## src/sv/gif_frame_compositor_defines.svh

```systemverilog
// Assertion macros for the GIF frame compositor.
`ifndef GIF_FRAME_COMPOSITOR_DEFINES_SVH
`define GIF_FRAME_COMPOSITOR_DEFINES_SVH

`ifndef SYNTHESIS
`define GFC_ASSERT(label, expr, msg) \
    label: assert property (@(posedge aclk) disable iff (!aresetn) (expr)) else $error(msg);
`define GFC_ASSERT_NEXT(label, cond, expr, msg) \
    label: assert property (@(posedge aclk) disable iff (!aresetn) (cond) |=> (expr)) \
        else $error(msg);
`else
`define GFC_ASSERT(label, expr, msg)
`define GFC_ASSERT_NEXT(label, cond, expr, msg)
`endif

`endif

```

## src/sv/gfc_pkg.sv

```systemverilog
// Shared types and constants of the GIF frame compositor.
package gfc_pkg;

    // Coordinate width wide enough for 0..4096.
    localparam int COORD_W = 13;

    localparam int FIFO_DEPTH = 4;
    localparam int FIFO_AW    = 2;

    // Request op codes.
    localparam logic [2:0] OP_FRAME = 3'd0;
    localparam logic [2:0] OP_PAL   = 3'd1;
    localparam logic [2:0] OP_PIX   = 3'd2;
    localparam logic [2:0] OP_READ  = 3'd3;
    localparam logic [2:0] OP_NEW   = 3'd4;

    localparam logic [2:0] DISP_BACKGROUND = 3'd2;
    localparam logic [2:0] DISP_PREVIOUS   = 3'd3;
    localparam logic [7:0] OPAQUE_ALPHA    = 8'd255;

    // Command kinds passed from front to back.
    localparam logic [2:0] K_FILL    = 3'd0;
    localparam logic [2:0] K_BG      = 3'd1;
    localparam logic [2:0] K_RESTORE = 3'd2;
    localparam logic [2:0] K_SAVE    = 3'd3;
    localparam logic [2:0] K_PIX     = 3'd4;
    localparam logic [2:0] K_PAL     = 3'd5;
    localparam logic [2:0] K_READ    = 3'd6;

    typedef struct packed {
        logic [2:0]         kind;
        logic [COORD_W-1:0] x0;
        logic [COORD_W-1:0] y0;
        logic [COORD_W-1:0] x1;
        logic [COORD_W-1:0] y1;
        logic [7:0]         idx;
        logic [23:0]        rgb;
        logic               outside;
    } cmd_t;

endpackage

```

## src/sv/gfc_cmd_fifo.sv

```systemverilog
// Short command queue between the front and the back of the compositor.
`include "gif_frame_compositor_defines.svh"

module gfc_cmd_fifo
    import gfc_pkg::*;
(
    input  logic aclk,
    input  logic aresetn,
    input  logic push,
    input  cmd_t push_cmd,
    output logic full,
    input  logic pop,
    output logic empty,
    output cmd_t head
);

    cmd_t               q_reg [FIFO_DEPTH];
    logic [FIFO_AW-1:0] wr_ptr_reg, rd_ptr_reg;
    logic [FIFO_AW:0]   count_reg;

    assign full  = (count_reg == (FIFO_AW+1)'(FIFO_DEPTH));
    assign empty = (count_reg == '0);
    assign head  = q_reg[rd_ptr_reg];

    always_ff @(posedge aclk) begin
        if (push) begin
            q_reg[wr_ptr_reg] <= push_cmd;
        end
    end

    always_ff @(posedge aclk) begin
        if (!aresetn) begin
            wr_ptr_reg <= '0;
            rd_ptr_reg <= '0;
            count_reg  <= '0;
        end else begin
            if (push) begin
                wr_ptr_reg <= wr_ptr_reg + 1'b1;
            end
            if (pop) begin
                rd_ptr_reg <= rd_ptr_reg + 1'b1;
            end
            if (push && !pop) begin
                count_reg <= count_reg + 1'b1;
            end else if (pop && !push) begin
                count_reg <= count_reg - 1'b1;
            end
        end
    end

    `GFC_ASSERT(a_no_overflow, !(push && full), "push into full command queue")
    `GFC_ASSERT(a_no_underflow, !(pop && empty), "pop from empty command queue")
    `GFC_ASSERT(a_count_bound, count_reg <= (FIFO_AW+1)'(FIFO_DEPTH), "queue count too large")
    `GFC_ASSERT_NEXT(a_push_fills, push && !pop, !empty, "queue empty after push")

endmodule

```

## config.mk

```make
export PLATFORM = sky130hd
export DESIGN_NAME = gfc_cmd_fifo
export DESIGN_NICKNAME = d
export VERILOG_FILES = /design/src/sv/gfc_pkg.sv /design/src/sv/gfc_cmd_fifo.sv
export VERILOG_INCLUDE_DIRS = /design/src /design/src/sv
export SDC_FILE = /design/constraint.sdc
export NUM_CORES = 1
export LEC_CHECK = 0
export BUFFER_PORTS_ARGS = -buffer_cell sky130_fd_sc_hd__buf_4
export CAP_MARGIN = 20
export CELL_PAD_IN_SITES_DETAIL_PLACEMENT = 1
export CELL_PAD_IN_SITES_GLOBAL_PLACEMENT = 2
export CORE_MARGIN = 4
export CORE_UTILIZATION = 41
export CTS_BUF_LIST = sky130_fd_sc_hd__clkbuf_8 sky130_fd_sc_hd__clkbuf_16
export DETAILED_ROUTE_END_ITERATION = 10
export PLACE_DENSITY_LB_ADDON = 0.15
export SLEW_MARGIN = 10
export SYNTH_ARGS = -nofsm -noshare
export SYNTH_HDL_FRONTEND = slang
export SYNTH_SLANG_ARGS = --single-unit
```

## constraint.sdc

```tcl
create_clock -name aclk -period 3.02 [get_ports aclk]
set_input_delay 0.302 -clock aclk [delete_from_list [all_inputs] [get_ports aclk]]
set_output_delay 0.302 -clock aclk [all_outputs]
set_load 0.1 [all_outputs]
```

==> results.yml, run 1 <==
logic_synthesis:
  netlist.top_cell.by_area: "edfxtp_1"
  ys_seq_elements: 361
  yosysMostFrequentCell: "edfxtp_1"
  seq_area_frac_synth: 0.818
  netlist_instances: 503
  synth_edf_count: 352
  synth.cells.most_frequent: "edfxtp_1 (352), mux4_2 (88), buf_2 (10)"
  syn_avg_cell_area_um2: 26.1
  syn-cell-area_um2: 13100
  ys.flop_type: "edfxtp_1"
  syn_nets: 601
  ys_warn_count: 0
  ys_types: 22
  netlist_top_cells_area: "edfxtp_1 (80%), mux4_2 (15%), dfxtp_1 (1.4%), ha_1 (0.48%), and2_1 (0.43%)"
  async_flop_share: 0
  synth_top_area_frac: 0.805
power_and_ir_drop:
  total_power_mw: 13.1
  power.net_switching_mw: 3.83
  leakage_nw: 5.92
  pwr-share-seq: 0.446
  power_density_nw_per_um2: 761
  ir_drop_uv: 516
  clockPowerShare: 0.356
  p_int_mw: 9.27
  comb_power_share: 0.199
  switching_share: 0.292
cts:
  numCtsBuffers: 40
  clockBufferDepth: 3
  postCtsSetupBuffers: 0
  htree_levels: 2
  cts_tree: "done"
  cts-root-buf: "clkbuf_16"
  cts_resized: 0
  insertion_delay_ns: 0.52
  clk_pin_slew_worst_paths_ns: 0.06
  cts.sinks: 361
grt:
  grt_max_degree: 86
  grt.overflow.total: 0
  track_usage: 0.158
  antenna_found_initial: 0
  grt_pass1_wl_mm: 43.3
  grt_pass1_vias: 7337
timing:
  maxSlewViolCount: 0
  period_needed_ns: 2.68
  finalCritPeriodShare: 0.887
  tightest_slew_ns: 0.840
  rsz0062_at_grt: "false"
  relSlewSlack: 0.440
  finalClockSkew_ns: 0.00997
  hold_viol_final: 0
  setup_viol: 0
  setup_ws_ns: 0.341
  tns_ns: 0
  fmax_mhz: 373
route:
  ant_nets: 0
  drcViolationCount: 0
  vias: 6250
  firstDrtPassIters: 5
  first_iter_violations: 295
  wl_per_cell_um: 22.0
  via_per_inst: 5.04
  wirelength_mm: 27.2
worst_setup_path:
  worstSetupStartpointType: "flop"
  crit_fanout: 33
  arrival_ns: 2.38
  path_buf_inv: 2
  cp-end-kind: "primary output"
  cp_slowest_cell: "dfxtp_4"
  worstSetupPathType: "reg -> out"
  r2r-start: "wr_ptr_reg[0]"
  cp_slowest_stage_delay_ns: 0.65
  required_ns: 2.72
  crit_chain: "buf_12 -> mux4_2 -> buf_4"
  critPathTopFamily: "flip-flops"
die:
  dieArea_um2: 35000
  ioPinCount: 182
  rows: 65
  core_um2: 31600
  start_util: 0.416
  die_w_um: 187
  fp.dieH_um: 187
run_status:
  status: "complete, no violations"
placed_design:
  place_hpwl_mm: 16.0
  port_buffers: 181
  place_congestion: 0.668
  place_ws_ns: 0.810
cells_and_area:
  synthToLayoutAreaGrowth_pct: 31.0
  drive_gt1_frac: 0.414
  diodes: 0
  final_nets: 905
  largest_reg_flops: 352
worst_hold_path:
  worstHoldStart: "aresetn"
  hold_path_class: "in -> reg"
run:
  cap_viol_max_count: 0
==> logic make-up after synthesis <==
family	share of synthesized area
AO/OA/AOI/OAI	0.000952
XOR/XNOR	0.00333
adder cells (fa/ha/maj)	0.00629
buffers and inverters	0.0117
flip-flops	0.818
multiplexers	0.152
AND/OR/NAND/NOR	0.00695
==> cell type report <==
class | instances | area, µm²
clock inverters | 33 | 256
clock buffers | 41 | 1030
multi-input cells | 118 | 2240
flip-flops and latches | 361 | 10800
inverters | 4 | 15.0
well taps | 402 | 503
repair buffers | 282 | 2410
fillers | 2714 | 14300
==> final timing paths <==
kind | to | slack (ns) | cells after the start
worst max-delay path | head[83] | 0.34 | 3
worst min-delay path | wr_ptr_reg[0] | 0.06 | 2
worst max register to register | q_reg[0][23] | 1.16 | 4
worst min register to register | count_reg[2] | 0.57 | 2
==> per-stage QoR <==
| stage | utilization | area, µm² | hold slack [ns] | cells |
|---|---|---|---|---|
| final | 0.545 | 17200 | 0.0572 | 1241 |
| after CTS | 0.545 | 17200 | 0.0345 | 1241 |
| after floorplan | - | 13100 | 0.401 | 503 |
| after global routing | 0.545 | 17200 | 0.0449 | 1241 |
| after global placement | 0.477 | 15000 | 0.489 | 1079 |
| after detailed placement | 0.477 | 15000 | 0.506 | 1079 |
==> power by group through the flow <==
stage | clock (mW) | combinational [mW] | sequential [mW]
6_report | 4.66 | 2.60 | 5.84
5_1_grt | 5.04 | 2.71 | 5.86
4_1_cts | 4.81 | 2.64 | 5.85
3_5_place_dp | 0 | 2.54 | 5.95
3_3_place_gp | 0 | 2.51 | 5.93
2_1_floorplan | 0 | 1.95 | 5.90
==> placed cells by master, fill, tap and decap left out, drive strengths merged <==
cell type / Yosys / final
nand2: 1 / 1
buf: 14 / 194
nor3b: 1 / 1
clkinvlp: 0 / 1
a21boi: 1 / 1
edfxtp: 352 / 352
mux2i: 2 / 2
nor3: 1 / 1
fa: 1 / 1
clkinv: 0 / 18
o21ai: 1 / 1
inv: 4 / 14
bufinv: 0 / 4
clkbuf: 6 / 41
dfxtp: 9 / 9
or3: 1 / 1
xnor2: 2 / 2
and2: 9 / 9
nor2b: 2 / 2
ha: 5 / 5
mux4: 88 / 88
dlygate4sd3: 0 / 88
xor2: 3 / 3
==> worst register-to-register path, stage by stage (launching register included) <==
cell,delay (ns)
dfxtp_1,0.35
inv_1,0.10
ha_1,0.16
and2_4,0.44
buf_4,0.47
==> timing repair <==
item | CTS | global route
hold endpoints to repair | 350 | 0
hold buffers | 88 | 0
endpoints found under the setup margin | 0 | 0
==> routing by layer <==
metal	up-vias	share of wire	global-route usage
li1	2765	-	-
met1	3274	0.42	0.207
met2	170	0.51	0.272
met3	41	0.054	0.0381
met4	0	0.019	0.0381
met5	-	0	0
No activity file was read; power rests on OpenSTA's default activity.
==> run 2, diff against run 1 <==
--- a/config.mk
+++ b/config.mk
@@ -11,7 +11,7 @@
 export CELL_PAD_IN_SITES_DETAIL_PLACEMENT = 1
 export CELL_PAD_IN_SITES_GLOBAL_PLACEMENT = 2
 export CORE_MARGIN = 4
-export CORE_UTILIZATION = 41
+export CORE_UTILIZATION = 48
 export CTS_BUF_LIST = sky130_fd_sc_hd__clkbuf_8 sky130_fd_sc_hd__clkbuf_16
 export DETAILED_ROUTE_END_ITERATION = 10
 export PLACE_DENSITY_LB_ADDON = 0.15
==> constraint.sdc (replaced) <==
create_clock -name aclk -period 3.2 [get_ports aclk]
set_input_delay 0.32 -clock aclk [delete_from_list [all_inputs] [get_ports aclk]]
set_output_delay 0.32 -clock aclk [all_outputs]
set_load 0.1 [all_outputs]
==> run 2 against run 1 <==
Against the previous run:
- sequential share of layout area up 0.84 points
- total power down 8.1%
- largest cell class unchanged
- critical path type unchanged
- largest power group unchanged
- final cell count down 6.0%
==> results.yml, run 2 (synthesis gave the netlist of run 1 again) <==
run_status:
  status: "complete, no violations"
cells_and_area:
  final_cell_mix: "edfxtp_1 (352), buf_4 (186), mux4_2 (88)"
  mostFrequentLayoutCell: "edfxtp_1"
  synthToLayoutAreaGrowth_pct: 29.3
  num-fill-cells: 2184
  final_nets: 896
  drive_gt1_frac: 0.408
  largest_reg_flops: 352
route:
  firstDrtPassIters: 4
  wirelength_mm: 26.7
  ant_nets: 0
  first_iter_violations: 474
  wl_per_cell_um: 22.9
  via_per_inst: 5.34
  vias: 6233
  drcViolationCount: 0
worst_setup_path:
  critPathTopFamily: "flip-flops"
  worstSetupStartpointType: "flop"
  required_ns: 2.88
  cp_slowest_stage_delay_ns: 0.63
  arrival_ns: 2.30
  crit_chain: "buf_12 -> mux4_2 -> buf_4"
  worstSetupPathType: "reg -> out"
  crit_fanout: 30
  cp-end-kind: "primary output"
  path_buf_inv: 2
  cp_slowest_cell: "dfxtp_4"
placed_design:
  port_buffers: 181
  place_hpwl_mm: 16.2
  place_congestion: 0.734
timing:
  finalCritPeriodShare: 0.817
  fmax_mhz: 382
  relSlewSlack: 0.603
  setup_viol: 0
  maxSlewViolCount: 0
  tightest_slew_ns: 0.596
  tns_ns: 0
  holdWs_ns: 0.0258
  rsz0062_at_grt: "false"
  hold_viol_final: 0
  finalClockSkew_ns: 0.00766
  period_needed_ns: 2.62
run:
  cap_viol_max_count: 0
power_and_ir_drop:
  leakage_nw: 5.84
  ir_drop_uv: 513
  power_density_nw_per_um2: 709
grt:
  grt.overflow.total: 0
  antenna_found_initial: 1
  track_usage: 0.182
  grt_max_degree: 43
  grt_pass1_wl_mm: 42.3
  grt_pass1_vias: 7204
die:
  ioPinCount: 182
  rows: 60
  core_um2: 27000
  start_util: 0.487
  die_w_um: 173
  dieArea_um2: 30100
  fp.dieH_um: 173
cts:
  clk_pin_slew_worst_paths_ns: 0.05
  cts-root-buf: "clkbuf_16"
  clockBufferDepth: 3
  cts.sinks: 361
  numCtsBuffers: 39
  postCtsSetupBuffers: 0
  htree_levels: 2
  cts_resized: 0
  cts_tree: "done"
  insertion_delay_ns: 0.51
worst_hold_path:
  hold_path_class: "in -> reg"
## run 2: changes by cell type in the layout (fill, tap and decap cells not counted), sizes merged
cell / delta
diode: +1
dlygate4sd3: -8
bufinv: -3
clkbuf: +2
clkinv: -6
inv: +1
## run 2: layout make-up
cell class	count	area, µm²	share of cell area
multi-input combinational	118	2240	0.132
inverter	4	15.0	0.000884
tap	341	427	0.0251
sequential	361	10800	0.633
timing repair buffer	274	2360	0.139
clock buffer	43	1050	0.0620
antenna	1	2.50	0.000147
clock inverter	25	129	0.00759
## run 2: where the power goes
part           switching [mW]  internal (mW)
registers              0.0914           5.43
logic                    1.77          0.666
clock network            1.65           2.42
## run 2: per-stage QoR
step | power [mW] | instances | utilization | worst slack [ns] | area, µm²
global placement | 7.96 | 1018 | 0.557 | 1.05 | 15000
floorplan | 7.43 | 503 | - | 0.161 | 13100
finish | 12.0 | 1167 | 0.630 | 0.584 | 17000
global route | 12.5 | 1167 | 0.630 | 0.411 | 17000
detailed placement | 8.00 | 1018 | 0.557 | 1.04 | 15000
CTS | 12.2 | 1166 | 0.630 | 0.486 | 17000
## run 2: what timing repair did
item | CTS | global route
hold endpoints to repair | 309 | 0
hold buffers | 80 | 0
endpoints found under the setup margin | 0 | 0
## run 2: layer usage
| metal | track usage | wire length, µm |
|---|---|---|
| met3 | 0.0460 | 1630 |
| met1 | 0.245 | 11200 |
| met4 | 0.0562 | 705 |
| met2 | 0.297 | 13200 |
| met5 | 0 | 0 |
## run 2: final timing paths
check | endpoint | slack (ns) | cells past startpoint | start
worst max-delay path | head[87] | 0.58 | 3 | flop
worst min-delay path | q_reg[0][20] | 0.03 | 1 | push_cmd[20]
worst max register to register | q_reg[0][13] | 1.35 | 4 | wr_ptr_reg[0]
worst min register to register | count_reg[2] | 0.55 | 2 | count_reg[2]
