$ cat config.mk
export PLATFORM = sky130hd
export DESIGN_NAME = gfc_front
export DESIGN_NICKNAME = d
export VERILOG_FILES = /design/src/sv/gif_frame_compositor_defines.svh /design/src/sv/gfc_pkg.sv /design/src/sv/gfc_front.sv
export SDC_FILE = /design/constraint.sdc
export NUM_CORES = 1
export LEC_CHECK = 0
export ABC_AREA = 1
export ABC_CLOCK_PERIOD_IN_PS = 13600
export BUFFER_PORTS_ARGS = -buffer_cell sky130_fd_sc_hd__buf_2
export CORE_MARGIN = 3
export CORE_UTILIZATION = 36
export DETAILED_ROUTE_END_ITERATION = 8
export PLACE_DENSITY_LB_ADDON = 0.2
export SLEW_MARGIN = 20
export SYNTH_ARGS = -nofsm -noshare
export SYNTH_HDL_FRONTEND = slang
export SYNTH_SLANG_ARGS = --single-unit
$ cat constraint.sdc
create_clock -name aclk -period 13.6 [get_ports aclk]
set_clock_uncertainty 0.2 [all_clocks]
set_input_delay 0.68 -clock aclk [delete_from_list [all_inputs] [get_ports aclk]]
set_output_delay 0.68 -clock aclk [all_outputs]
set_load 0.05 [all_outputs]
$ cat src/sv/gif_frame_compositor_defines.svh
// Assertion macros for the GIF frame compositor.
`ifndef GIF_FRAME_COMPOSITOR_DEFINES_SVH
`define GIF_FRAME_COMPOSITOR_DEFINES_SVH

`ifndef SYNTHESIS
`define GFC_ASSERT(label, expr, msg) \
    label: assert property (@(posedge aclk) disable iff (!aresetn) (expr)) else $error(msg);
`define GFC_ASSERT_NEXT(label, cond, expr, msg) \
    label: assert property (@(posedge aclk) disable iff (!aresetn) (cond) |=> (expr)) \
        else $error(msg);
`else
`define GFC_ASSERT(label, expr, msg)
`define GFC_ASSERT_NEXT(label, cond, expr, msg)
`endif

`endif

$ cat src/sv/gfc_pkg.sv
// Shared types and constants of the GIF frame compositor.
package gfc_pkg;

    // Coordinate width wide enough for 0..4096.
    localparam int COORD_W = 13;

    localparam int FIFO_DEPTH = 4;
    localparam int FIFO_AW    = 2;

    // Request op codes.
    localparam logic [2:0] OP_FRAME = 3'd0;
    localparam logic [2:0] OP_PAL   = 3'd1;
    localparam logic [2:0] OP_PIX   = 3'd2;
    localparam logic [2:0] OP_READ  = 3'd3;
    localparam logic [2:0] OP_NEW   = 3'd4;

    localparam logic [2:0] DISP_BACKGROUND = 3'd2;
    localparam logic [2:0] DISP_PREVIOUS   = 3'd3;
    localparam logic [7:0] OPAQUE_ALPHA    = 8'd255;

    // Command kinds passed from front to back.
    localparam logic [2:0] K_FILL    = 3'd0;
    localparam logic [2:0] K_BG      = 3'd1;
    localparam logic [2:0] K_RESTORE = 3'd2;
    localparam logic [2:0] K_SAVE    = 3'd3;
    localparam logic [2:0] K_PIX     = 3'd4;
    localparam logic [2:0] K_PAL     = 3'd5;
    localparam logic [2:0] K_READ    = 3'd6;

    typedef struct packed {
        logic [2:0]         kind;
        logic [COORD_W-1:0] x0;
        logic [COORD_W-1:0] y0;
        logic [COORD_W-1:0] x1;
        logic [COORD_W-1:0] y1;
        logic [7:0]         idx;
        logic [23:0]        rgb;
        logic               outside;
    } cmd_t;

endpackage

$ cat src/sv/gfc_front.sv
// Front end: accepts requests, tracks frame state and emits memory commands.
module gfc_front
    import gfc_pkg::*;
#(
    parameter int MAX_WIDTH     = 256,
    parameter int MAX_HEIGHT    = 256,
    parameter int PALETTE_DEPTH = 256
) (
    input  logic        aclk,
    input  logic        aresetn,
    input  logic [8:0]  cfg_width,
    input  logic [8:0]  cfg_height,
    input  logic        s_valid,
    output logic        s_ready,
    input  logic [2:0]  s_op,
    input  logic [15:0] s_pos_x,
    input  logic [15:0] s_pos_y,
    input  logic [15:0] s_frame_width,
    input  logic [15:0] s_frame_height,
    input  logic [2:0]  s_disposal,
    input  logic        s_transparent_en,
    input  logic [7:0]  s_color_index,
    input  logic [8:0]  s_color_count,
    input  logic [23:0] s_color_rgb,
    input  logic        fifo_full,
    output logic        push,
    output cmd_t        push_cmd
);

    localparam logic [COORD_W-1:0] MAXW = COORD_W'(MAX_WIDTH);
    localparam logic [COORD_W-1:0] MAXH = COORD_W'(MAX_HEIGHT);
    localparam logic [8:0]         PDEP = 9'(PALETTE_DEPTH);

    logic [15:0] cur_left_reg, cur_top_reg, cur_w_reg, cur_h_reg;
    logic [15:0] cur_left_next, cur_top_next, cur_w_next, cur_h_next;
    logic [15:0] last_left_reg, last_top_reg, last_w_reg, last_h_reg;
    logic [15:0] last_left_next, last_top_next, last_w_next, last_h_next;
    logic [2:0]  last_disp_reg, last_disp_next;
    logic        trans_en_reg, trans_en_next;
    logic [7:0]  trans_idx_reg, trans_idx_next;
    logic [8:0]  pal_count_reg, pal_count_next;
    logic [15:0] col_reg, col_next, row_reg, row_next;
    logic        done_reg, done_next;
    logic        pend_valid_reg, pend_valid_next;
    cmd_t        pend_cmd_reg, pend_cmd_next;

    logic [COORD_W-1:0] act_w, act_h;
    logic               accept;
    logic [16:0]        cx, cy;
    cmd_t               disp_cmd, save_cmd;
    logic               disp_go;

    function automatic cmd_t clip_rect(input logic [15:0] l, input logic [15:0] t,
                                       input logic [15:0] w, input logic [15:0] h,
                                       input logic [COORD_W-1:0] aw,
                                       input logic [COORD_W-1:0] ah);
        logic [16:0] xe, ye, xc, yc;
        cmd_t        c;
        c  = '0;
        xe = {1'b0, l} + {1'b0, w};
        ye = {1'b0, t} + {1'b0, h};
        xc = (xe < 17'(aw)) ? xe : 17'(aw);
        yc = (ye < 17'(ah)) ? ye : 17'(ah);
        c.outside = ({1'b0, l} >= xc) || ({1'b0, t} >= yc);
        c.x0 = l[COORD_W-1:0];
        c.y0 = t[COORD_W-1:0];
        c.x1 = xc[COORD_W-1:0];
        c.y1 = yc[COORD_W-1:0];
        return c;
    endfunction

    assign act_w   = (COORD_W'(cfg_width) > MAXW) ? MAXW : COORD_W'(cfg_width);
    assign act_h   = (COORD_W'(cfg_height) > MAXH) ? MAXH : COORD_W'(cfg_height);
    assign s_ready = !pend_valid_reg && !fifo_full;
    assign accept  = s_valid && s_ready;
    assign cx      = {1'b0, cur_left_reg} + {1'b0, col_reg};
    assign cy      = {1'b0, cur_top_reg} + {1'b0, row_reg};

    always_comb begin
        disp_cmd = clip_rect(last_left_reg, last_top_reg, last_w_reg, last_h_reg,
                             act_w, act_h);
        disp_cmd.kind = (last_disp_reg == DISP_PREVIOUS) ? K_RESTORE : K_BG;
        disp_go = !disp_cmd.outside &&
                  (last_disp_reg == DISP_BACKGROUND || last_disp_reg == DISP_PREVIOUS);
        save_cmd = clip_rect(s_pos_x, s_pos_y, s_frame_width, s_frame_height, act_w, act_h);
        save_cmd.kind = K_SAVE;
    end

    always_comb begin
        cur_left_next   = cur_left_reg;
        cur_top_next    = cur_top_reg;
        cur_w_next      = cur_w_reg;
        cur_h_next      = cur_h_reg;
        last_left_next  = last_left_reg;
        last_top_next   = last_top_reg;
        last_w_next     = last_w_reg;
        last_h_next     = last_h_reg;
        last_disp_next  = last_disp_reg;
        trans_en_next   = trans_en_reg;
        trans_idx_next  = trans_idx_reg;
        pal_count_next  = pal_count_reg;
        col_next        = col_reg;
        row_next        = row_reg;
        done_next       = done_reg;
        pend_valid_next = pend_valid_reg;
        pend_cmd_next   = pend_cmd_reg;
        push            = 1'b0;
        push_cmd        = '0;

        // drain the second half of a frame start first
        if (pend_valid_reg && !fifo_full) begin
            push            = 1'b1;
            push_cmd        = pend_cmd_reg;
            pend_valid_next = 1'b0;
        end

        if (accept) begin
            unique case (s_op)
                OP_FRAME: begin
                    if (disp_go) begin
                        push     = 1'b1;
                        push_cmd = disp_cmd;
                        if (s_disposal == DISP_PREVIOUS && !save_cmd.outside) begin
                            pend_valid_next = 1'b1;
                            pend_cmd_next   = save_cmd;
                        end
                    end else if (s_disposal == DISP_PREVIOUS && !save_cmd.outside) begin
                        push     = 1'b1;
                        push_cmd = save_cmd;
                    end
                    cur_left_next  = s_pos_x;
                    cur_top_next   = s_pos_y;
                    cur_w_next     = s_frame_width;
                    cur_h_next     = s_frame_height;
                    last_left_next = s_pos_x;
                    last_top_next  = s_pos_y;
                    last_w_next    = s_frame_width;
                    last_h_next    = s_frame_height;
                    last_disp_next = s_disposal;
                    trans_en_next  = s_transparent_en;
                    trans_idx_next = s_color_index;
                    pal_count_next = (s_color_count > PDEP) ? PDEP : s_color_count;
                    col_next       = '0;
                    row_next       = '0;
                    done_next      = (s_frame_width == '0) || (s_frame_height == '0);
                end
                OP_PAL: begin
                    if ({1'b0, s_color_index} < PDEP) begin
                        push         = 1'b1;
                        push_cmd     = '0;
                        push_cmd.kind = K_PAL;
                        push_cmd.idx = s_color_index;
                        push_cmd.rgb = s_color_rgb;
                    end
                end
                OP_PIX: begin
                    if (!done_reg) begin
                        if (cx < 17'(act_w) && cy < 17'(act_h) &&
                            !(trans_en_reg && s_color_index == trans_idx_reg) &&
                            {1'b0, s_color_index} < pal_count_reg) begin
                            push          = 1'b1;
                            push_cmd      = '0;
                            push_cmd.kind = K_PIX;
                            push_cmd.x0   = cx[COORD_W-1:0];
                            push_cmd.y0   = cy[COORD_W-1:0];
                            push_cmd.idx  = s_color_index;
                        end
                        // advance in row-major order
                        if (col_reg == cur_w_reg - 16'd1) begin
                            col_next = '0;
                            row_next = row_reg + 16'd1;
                            if (row_reg + 16'd1 == cur_h_reg) begin
                                done_next = 1'b1;
                            end
                        end else begin
                            col_next = col_reg + 16'd1;
                        end
                    end
                end
                OP_READ: begin
                    push          = 1'b1;
                    push_cmd      = '0;
                    push_cmd.kind = K_READ;
                    push_cmd.outside = ({1'b0, s_pos_x} >= 17'(act_w)) ||
                                       ({1'b0, s_pos_y} >= 17'(act_h));
                    push_cmd.x0   = s_pos_x[COORD_W-1:0];
                    push_cmd.y0   = s_pos_y[COORD_W-1:0];
                end
                OP_NEW: begin
                    // fill only the active canvas; an empty canvas needs no fill
                    if (act_w != '0 && act_h != '0) begin
                        push          = 1'b1;
                        push_cmd      = '0;
                        push_cmd.kind = K_FILL;
                        push_cmd.x1   = act_w;
                        push_cmd.y1   = act_h;
                    end
                    cur_left_next  = '0;
                    cur_top_next   = '0;
                    cur_w_next     = '0;
                    cur_h_next     = '0;
                    last_left_next = '0;
                    last_top_next  = '0;
                    last_w_next    = '0;
                    last_h_next    = '0;
                    last_disp_next = '0;
                    trans_en_next  = 1'b0;
                    trans_idx_next = '0;
                    col_next       = '0;
                    row_next       = '0;
                    done_next      = 1'b1;
                end
                default: begin
                end
            endcase
        end
    end

    always_ff @(posedge aclk) begin
        if (!aresetn) begin
            cur_left_reg   <= '0;
            cur_top_reg    <= '0;
            cur_w_reg      <= '0;
            cur_h_reg      <= '0;
            last_left_reg  <= '0;
            last_top_reg   <= '0;
            last_w_reg     <= '0;
            last_h_reg     <= '0;
            last_disp_reg  <= '0;
            trans_en_reg   <= 1'b0;
            trans_idx_reg  <= '0;
            pal_count_reg  <= '0;
            col_reg        <= '0;
            row_reg        <= '0;
            done_reg       <= 1'b1;
            pend_valid_reg <= 1'b0;
        end else begin
            cur_left_reg   <= cur_left_next;
            cur_top_reg    <= cur_top_next;
            cur_w_reg      <= cur_w_next;
            cur_h_reg      <= cur_h_next;
            last_left_reg  <= last_left_next;
            last_top_reg   <= last_top_next;
            last_w_reg     <= last_w_next;
            last_h_reg     <= last_h_next;
            last_disp_reg  <= last_disp_next;
            trans_en_reg   <= trans_en_next;
            trans_idx_reg  <= trans_idx_next;
            pal_count_reg  <= pal_count_next;
            col_reg        <= col_next;
            row_reg        <= row_next;
            done_reg       <= done_next;
            pend_valid_reg <= pend_valid_next;
        end
    end

    always_ff @(posedge aclk) begin
        pend_cmd_reg <= pend_cmd_next;
    end

endmodule

==> metrics.txt <==
result of the run finished, final reports clean; leading cell type in the layout, fill and taps excluded sky130_fd_sc_hd__nand2_1; grt ovf 0; category of the worst setup path launch point flip-flop; vias after detailed routing 22353; Final Cycle Share 65.6%; share of async-settable or async-resettable flops after synthesis 0%; dpl hpwl 60.2 mm; Syn-to-layout area delta 12.2%; hold path startpoint s_color_count[0]; hold_buf cts 0; layout cell share with drive strength beyond 1 11.5%; Tmin final 8920 ps; Lkg Pwr 11.9 nW; pin count of the biggest net entering global routing 77; Compound-Gate Fraction of Synth Area 11.9%; Boundary Pins 224; xor and xnor fraction of the mapped netlist area 3.95%; kind of critical path reg2out; drt total wl 76.8 mm; die outline height 245 um; die area 0.0601 sq mm; tightest slew margin relative to the limit 25.5%; CP Buf/Inv Count 4; post-synthesis instance area 0.0206 sq mm; quantity of I/O buffers inserted on ports 223; first-pass GRT wire length 118 mm; arrival time at the worst endpoint 8040 ps; Design Power 1.47 mW; number of gates resized after CTS 0; Worst path top cell family by delay simple AND/OR/NAND/NOR gates; mux cell area share after synthesis 0%; pin slew with the least headroom to its limit 1110 ps; Placement Cell Area 0.0225 sq mm; antenna-violating nets left 0; Simple-Gate Fraction of Synth Area 39.9%; Worst setup EP type output pin; Combinational Power Share 28.5%; width of the die 245 um; number of synthesized flops with an enable pin 53; number of nets in the layout 3926; DRC violation count after routing 0; GRT Overall Usage 25.2%; H-tree levels 4; share of Yosys cell area claimed by the top area cell type 20.6%; Bufs on Longest Clock Path 2; switching share of power 37.7%; final hold slack 218 ps; count of endpoints failing setup in the final report 0; CP max stage delay 970 ps; critical path fanouts, max 28; Inserted Clock Buffers 17; cell at the root of the clock tree sky130_fd_sc_hd__clkbuf_16; PwrDens 63.7 mW/mm^2; Sw Pwr 0.555 mW; clock-pin transition on the worst setup and hold timing paths 80 ps; library cell occupying the most area in the post-synthesis netlist sky130_fd_sc_hd__nand2_1; clock latency reported for the late side of the worst-skew pair 510 ps; max FFs per register 53; sequential-to-total area share from yosys stat 19.3%; predominant post-synthesis flop cell sky130_fd_sc_hd__dfxtp_1; CTS tree built; post-CTS setup buffers 0; number of maximum-capacitance constraint violations 0; RSZ-0062 raised after global routing false; via density per instance 5.17; top cells by area in the synthesized netlist sky130_fd_sc_hd__nand2_1, sky130_fd_sc_hd__ha_1, sky130_fd_sc_hd__dfxtp_1; number of library cell types mapped by synthesis 59; power share of the sequential group 36.6%; Adder-Cell Fraction of Synth Area 14.9%; clk sinks 172; most used cells in the layout excluding fill and tap cells sky130_fd_sc_hd__nand2_1, sky130_fd_sc_hd__inv_1, sky130_fd_sc_hd__nand3_1, sky130_fd_sc_hd__a21oi_1, sky130_fd_sc_hd__ha_1; Hold/Removal Path Class in2reg; number of failing hold endpoints at the final stage 0; Critical Path Source last_top_reg[1]; Fin Setup TNS 0 ps; number of optimization iterations in the first detailed-route pass 8; CP most frequent cell sky130_fd_sc_hd__nand2_1; antenna violations before repair 2; initial cell density of the core 36.5%; Internal Power 0.917 mW; syn_area_per_cell 6.17 sq um; gate count after technology mapping 3340; combinational family with the most area after synthesis simple AND/OR/NAND/NOR gates; placed cell count 4287; count of placed standard cells in the final layout, fillers left out 4320; number of DRC markers in iteration 0 1678; final design instance area without fill 0.0231 sq mm; Worst Setup Slack post-DPL 5630 ps; Synth warnings 0; endpoint required time on the critical path 12720 ps; Site Rows 87; number of global-route vias before repair 20674; Routability Congestion 0.939; clock share of power 35.0%; reg-to-reg startpoint last_top_reg[1]; average wire per standard cell 17.8 um; CP max-delay cell sky130_fd_sc_hd__clkinv_1; final setup margin 4680 ps; achievable frequency 112 MHz; Final Util 40.9%; fillcell total 6200; area of the placeable core 0.0565 sq mm; Yosys reg bits 172; fin. max-slew vios 0; worst vdd rail ir drop 0.000103 V
[synth_stat cells (all sizes together) (3+ instances only)]
master,number
a21oi,265
a21boi,11
nand3b,15
inv,437
a21o,5
o21a,7
o21ai,81
nor3b,3
nand2,1161
or2,5
o22ai,10
ha,236
o21bai,14
a22oi,8
and2,8
nor2,259
o31ai,9
clkbuf,44
dfxtp,119
xnor2,31
clkinv,3
nor4,22
a211oi,10
buf,32
edfxtp,53
xor2,62
o211ai,8
nor3,34
nand4,68
fa,6
nand3,305
[layout make-up]
type | count | area, sq um | share of cell area, %
diodes | 1 | 2.50 | 0.0108
clock buffers | 18 | 450 | 1.95
clock inverters | 14 | 135 | 0.585
inverters | 440 | 1650 | 7.16
multi-input cells | 2684 | 14700 | 63.8
flip-flops and latches | 172 | 3970 | 17.2
well taps | 756 | 946 | 4.09
repair buffers | 235 | 1210 | 5.22
[layer usage]
metal / global-route usage [%] / vias to the layer above / part of all wire [%]
li1: - / 11319 / -
met3: 4.23 / 111 / 6.7
met1: 32.6 / 10216 / 44
met4: 9.15 / 2 / 2.9
met2: 42.3 / 705 / 47
met5: 0 / - / 0.017
[path summary, 6_finish.rpt]
| path | endpoint | slack, ps | cells after the start |
|---|---|---|---|
| max | push_cmd[67] | 4680 | 32 |
| min | pal_count_reg[0] | 220 | 3 |
| max reg2reg | pend_cmd_reg[35] | 7070 | 27 |
| min reg2reg | last_disp_reg[2] | 270 | 2 |
[cells by family after synthesis]
family,count (synthesis)
flip-flops,172
other,2
buffers and inverters,518
XOR/XNOR,93
adder cells (fa/ha/maj),242
AO/OA/AOI/OAI,431
AND/OR/NAND/NOR,1882
[worst register-to-register path, stage by stage, from the launching register on]
cell,delay (ps)
sky130_fd_sc_hd__dfxtp_1,590
sky130_fd_sc_hd__inv_1,220
sky130_fd_sc_hd__fa_1,490
sky130_fd_sc_hd__inv_1,100
sky130_fd_sc_hd__nand3_1,70
sky130_fd_sc_hd__nand2_1,130
sky130_fd_sc_hd__nand2_1,80
sky130_fd_sc_hd__nand2_2,80
sky130_fd_sc_hd__xor2_1,230
sky130_fd_sc_hd__ha_1,290
sky130_fd_sc_hd__a21oi_1,210
sky130_fd_sc_hd__nand3_1,110
sky130_fd_sc_hd__a21oi_1,110
sky130_fd_sc_hd__nand2_1,90
sky130_fd_sc_hd__nor2_4,250
sky130_fd_sc_hd__nand3_2,260
sky130_fd_sc_hd__nand2_1,150
sky130_fd_sc_hd__nand2_1,70
sky130_fd_sc_hd__ha_1,320
sky130_fd_sc_hd__a21oi_1,130
sky130_fd_sc_hd__o21ai_0,110
sky130_fd_sc_hd__a21o_1,180
sky130_fd_sc_hd__nand2_1,50
sky130_fd_sc_hd__nand2_1,40
sky130_fd_sc_hd__nor3_1,290
sky130_fd_sc_hd__nand2_2,460
sky130_fd_sc_hd__nor3_2,350
sky130_fd_sc_hd__buf_4,480
[power groups by stage]
stage / Combinational (mW) / Sequential [mW] / Clock [mW]
floorplan: 0.283 / 0.546 / 0
global placement: 0.415 / 0.550 / 0
detailed placement: 0.414 / 0.550 / 0
CTS: 0.416 / 0.538 / 0.526
global route: 0.473 / 0.538 / 0.539
finish: 0.419 / 0.538 / 0.515
(Power assumes the default switching activity.)
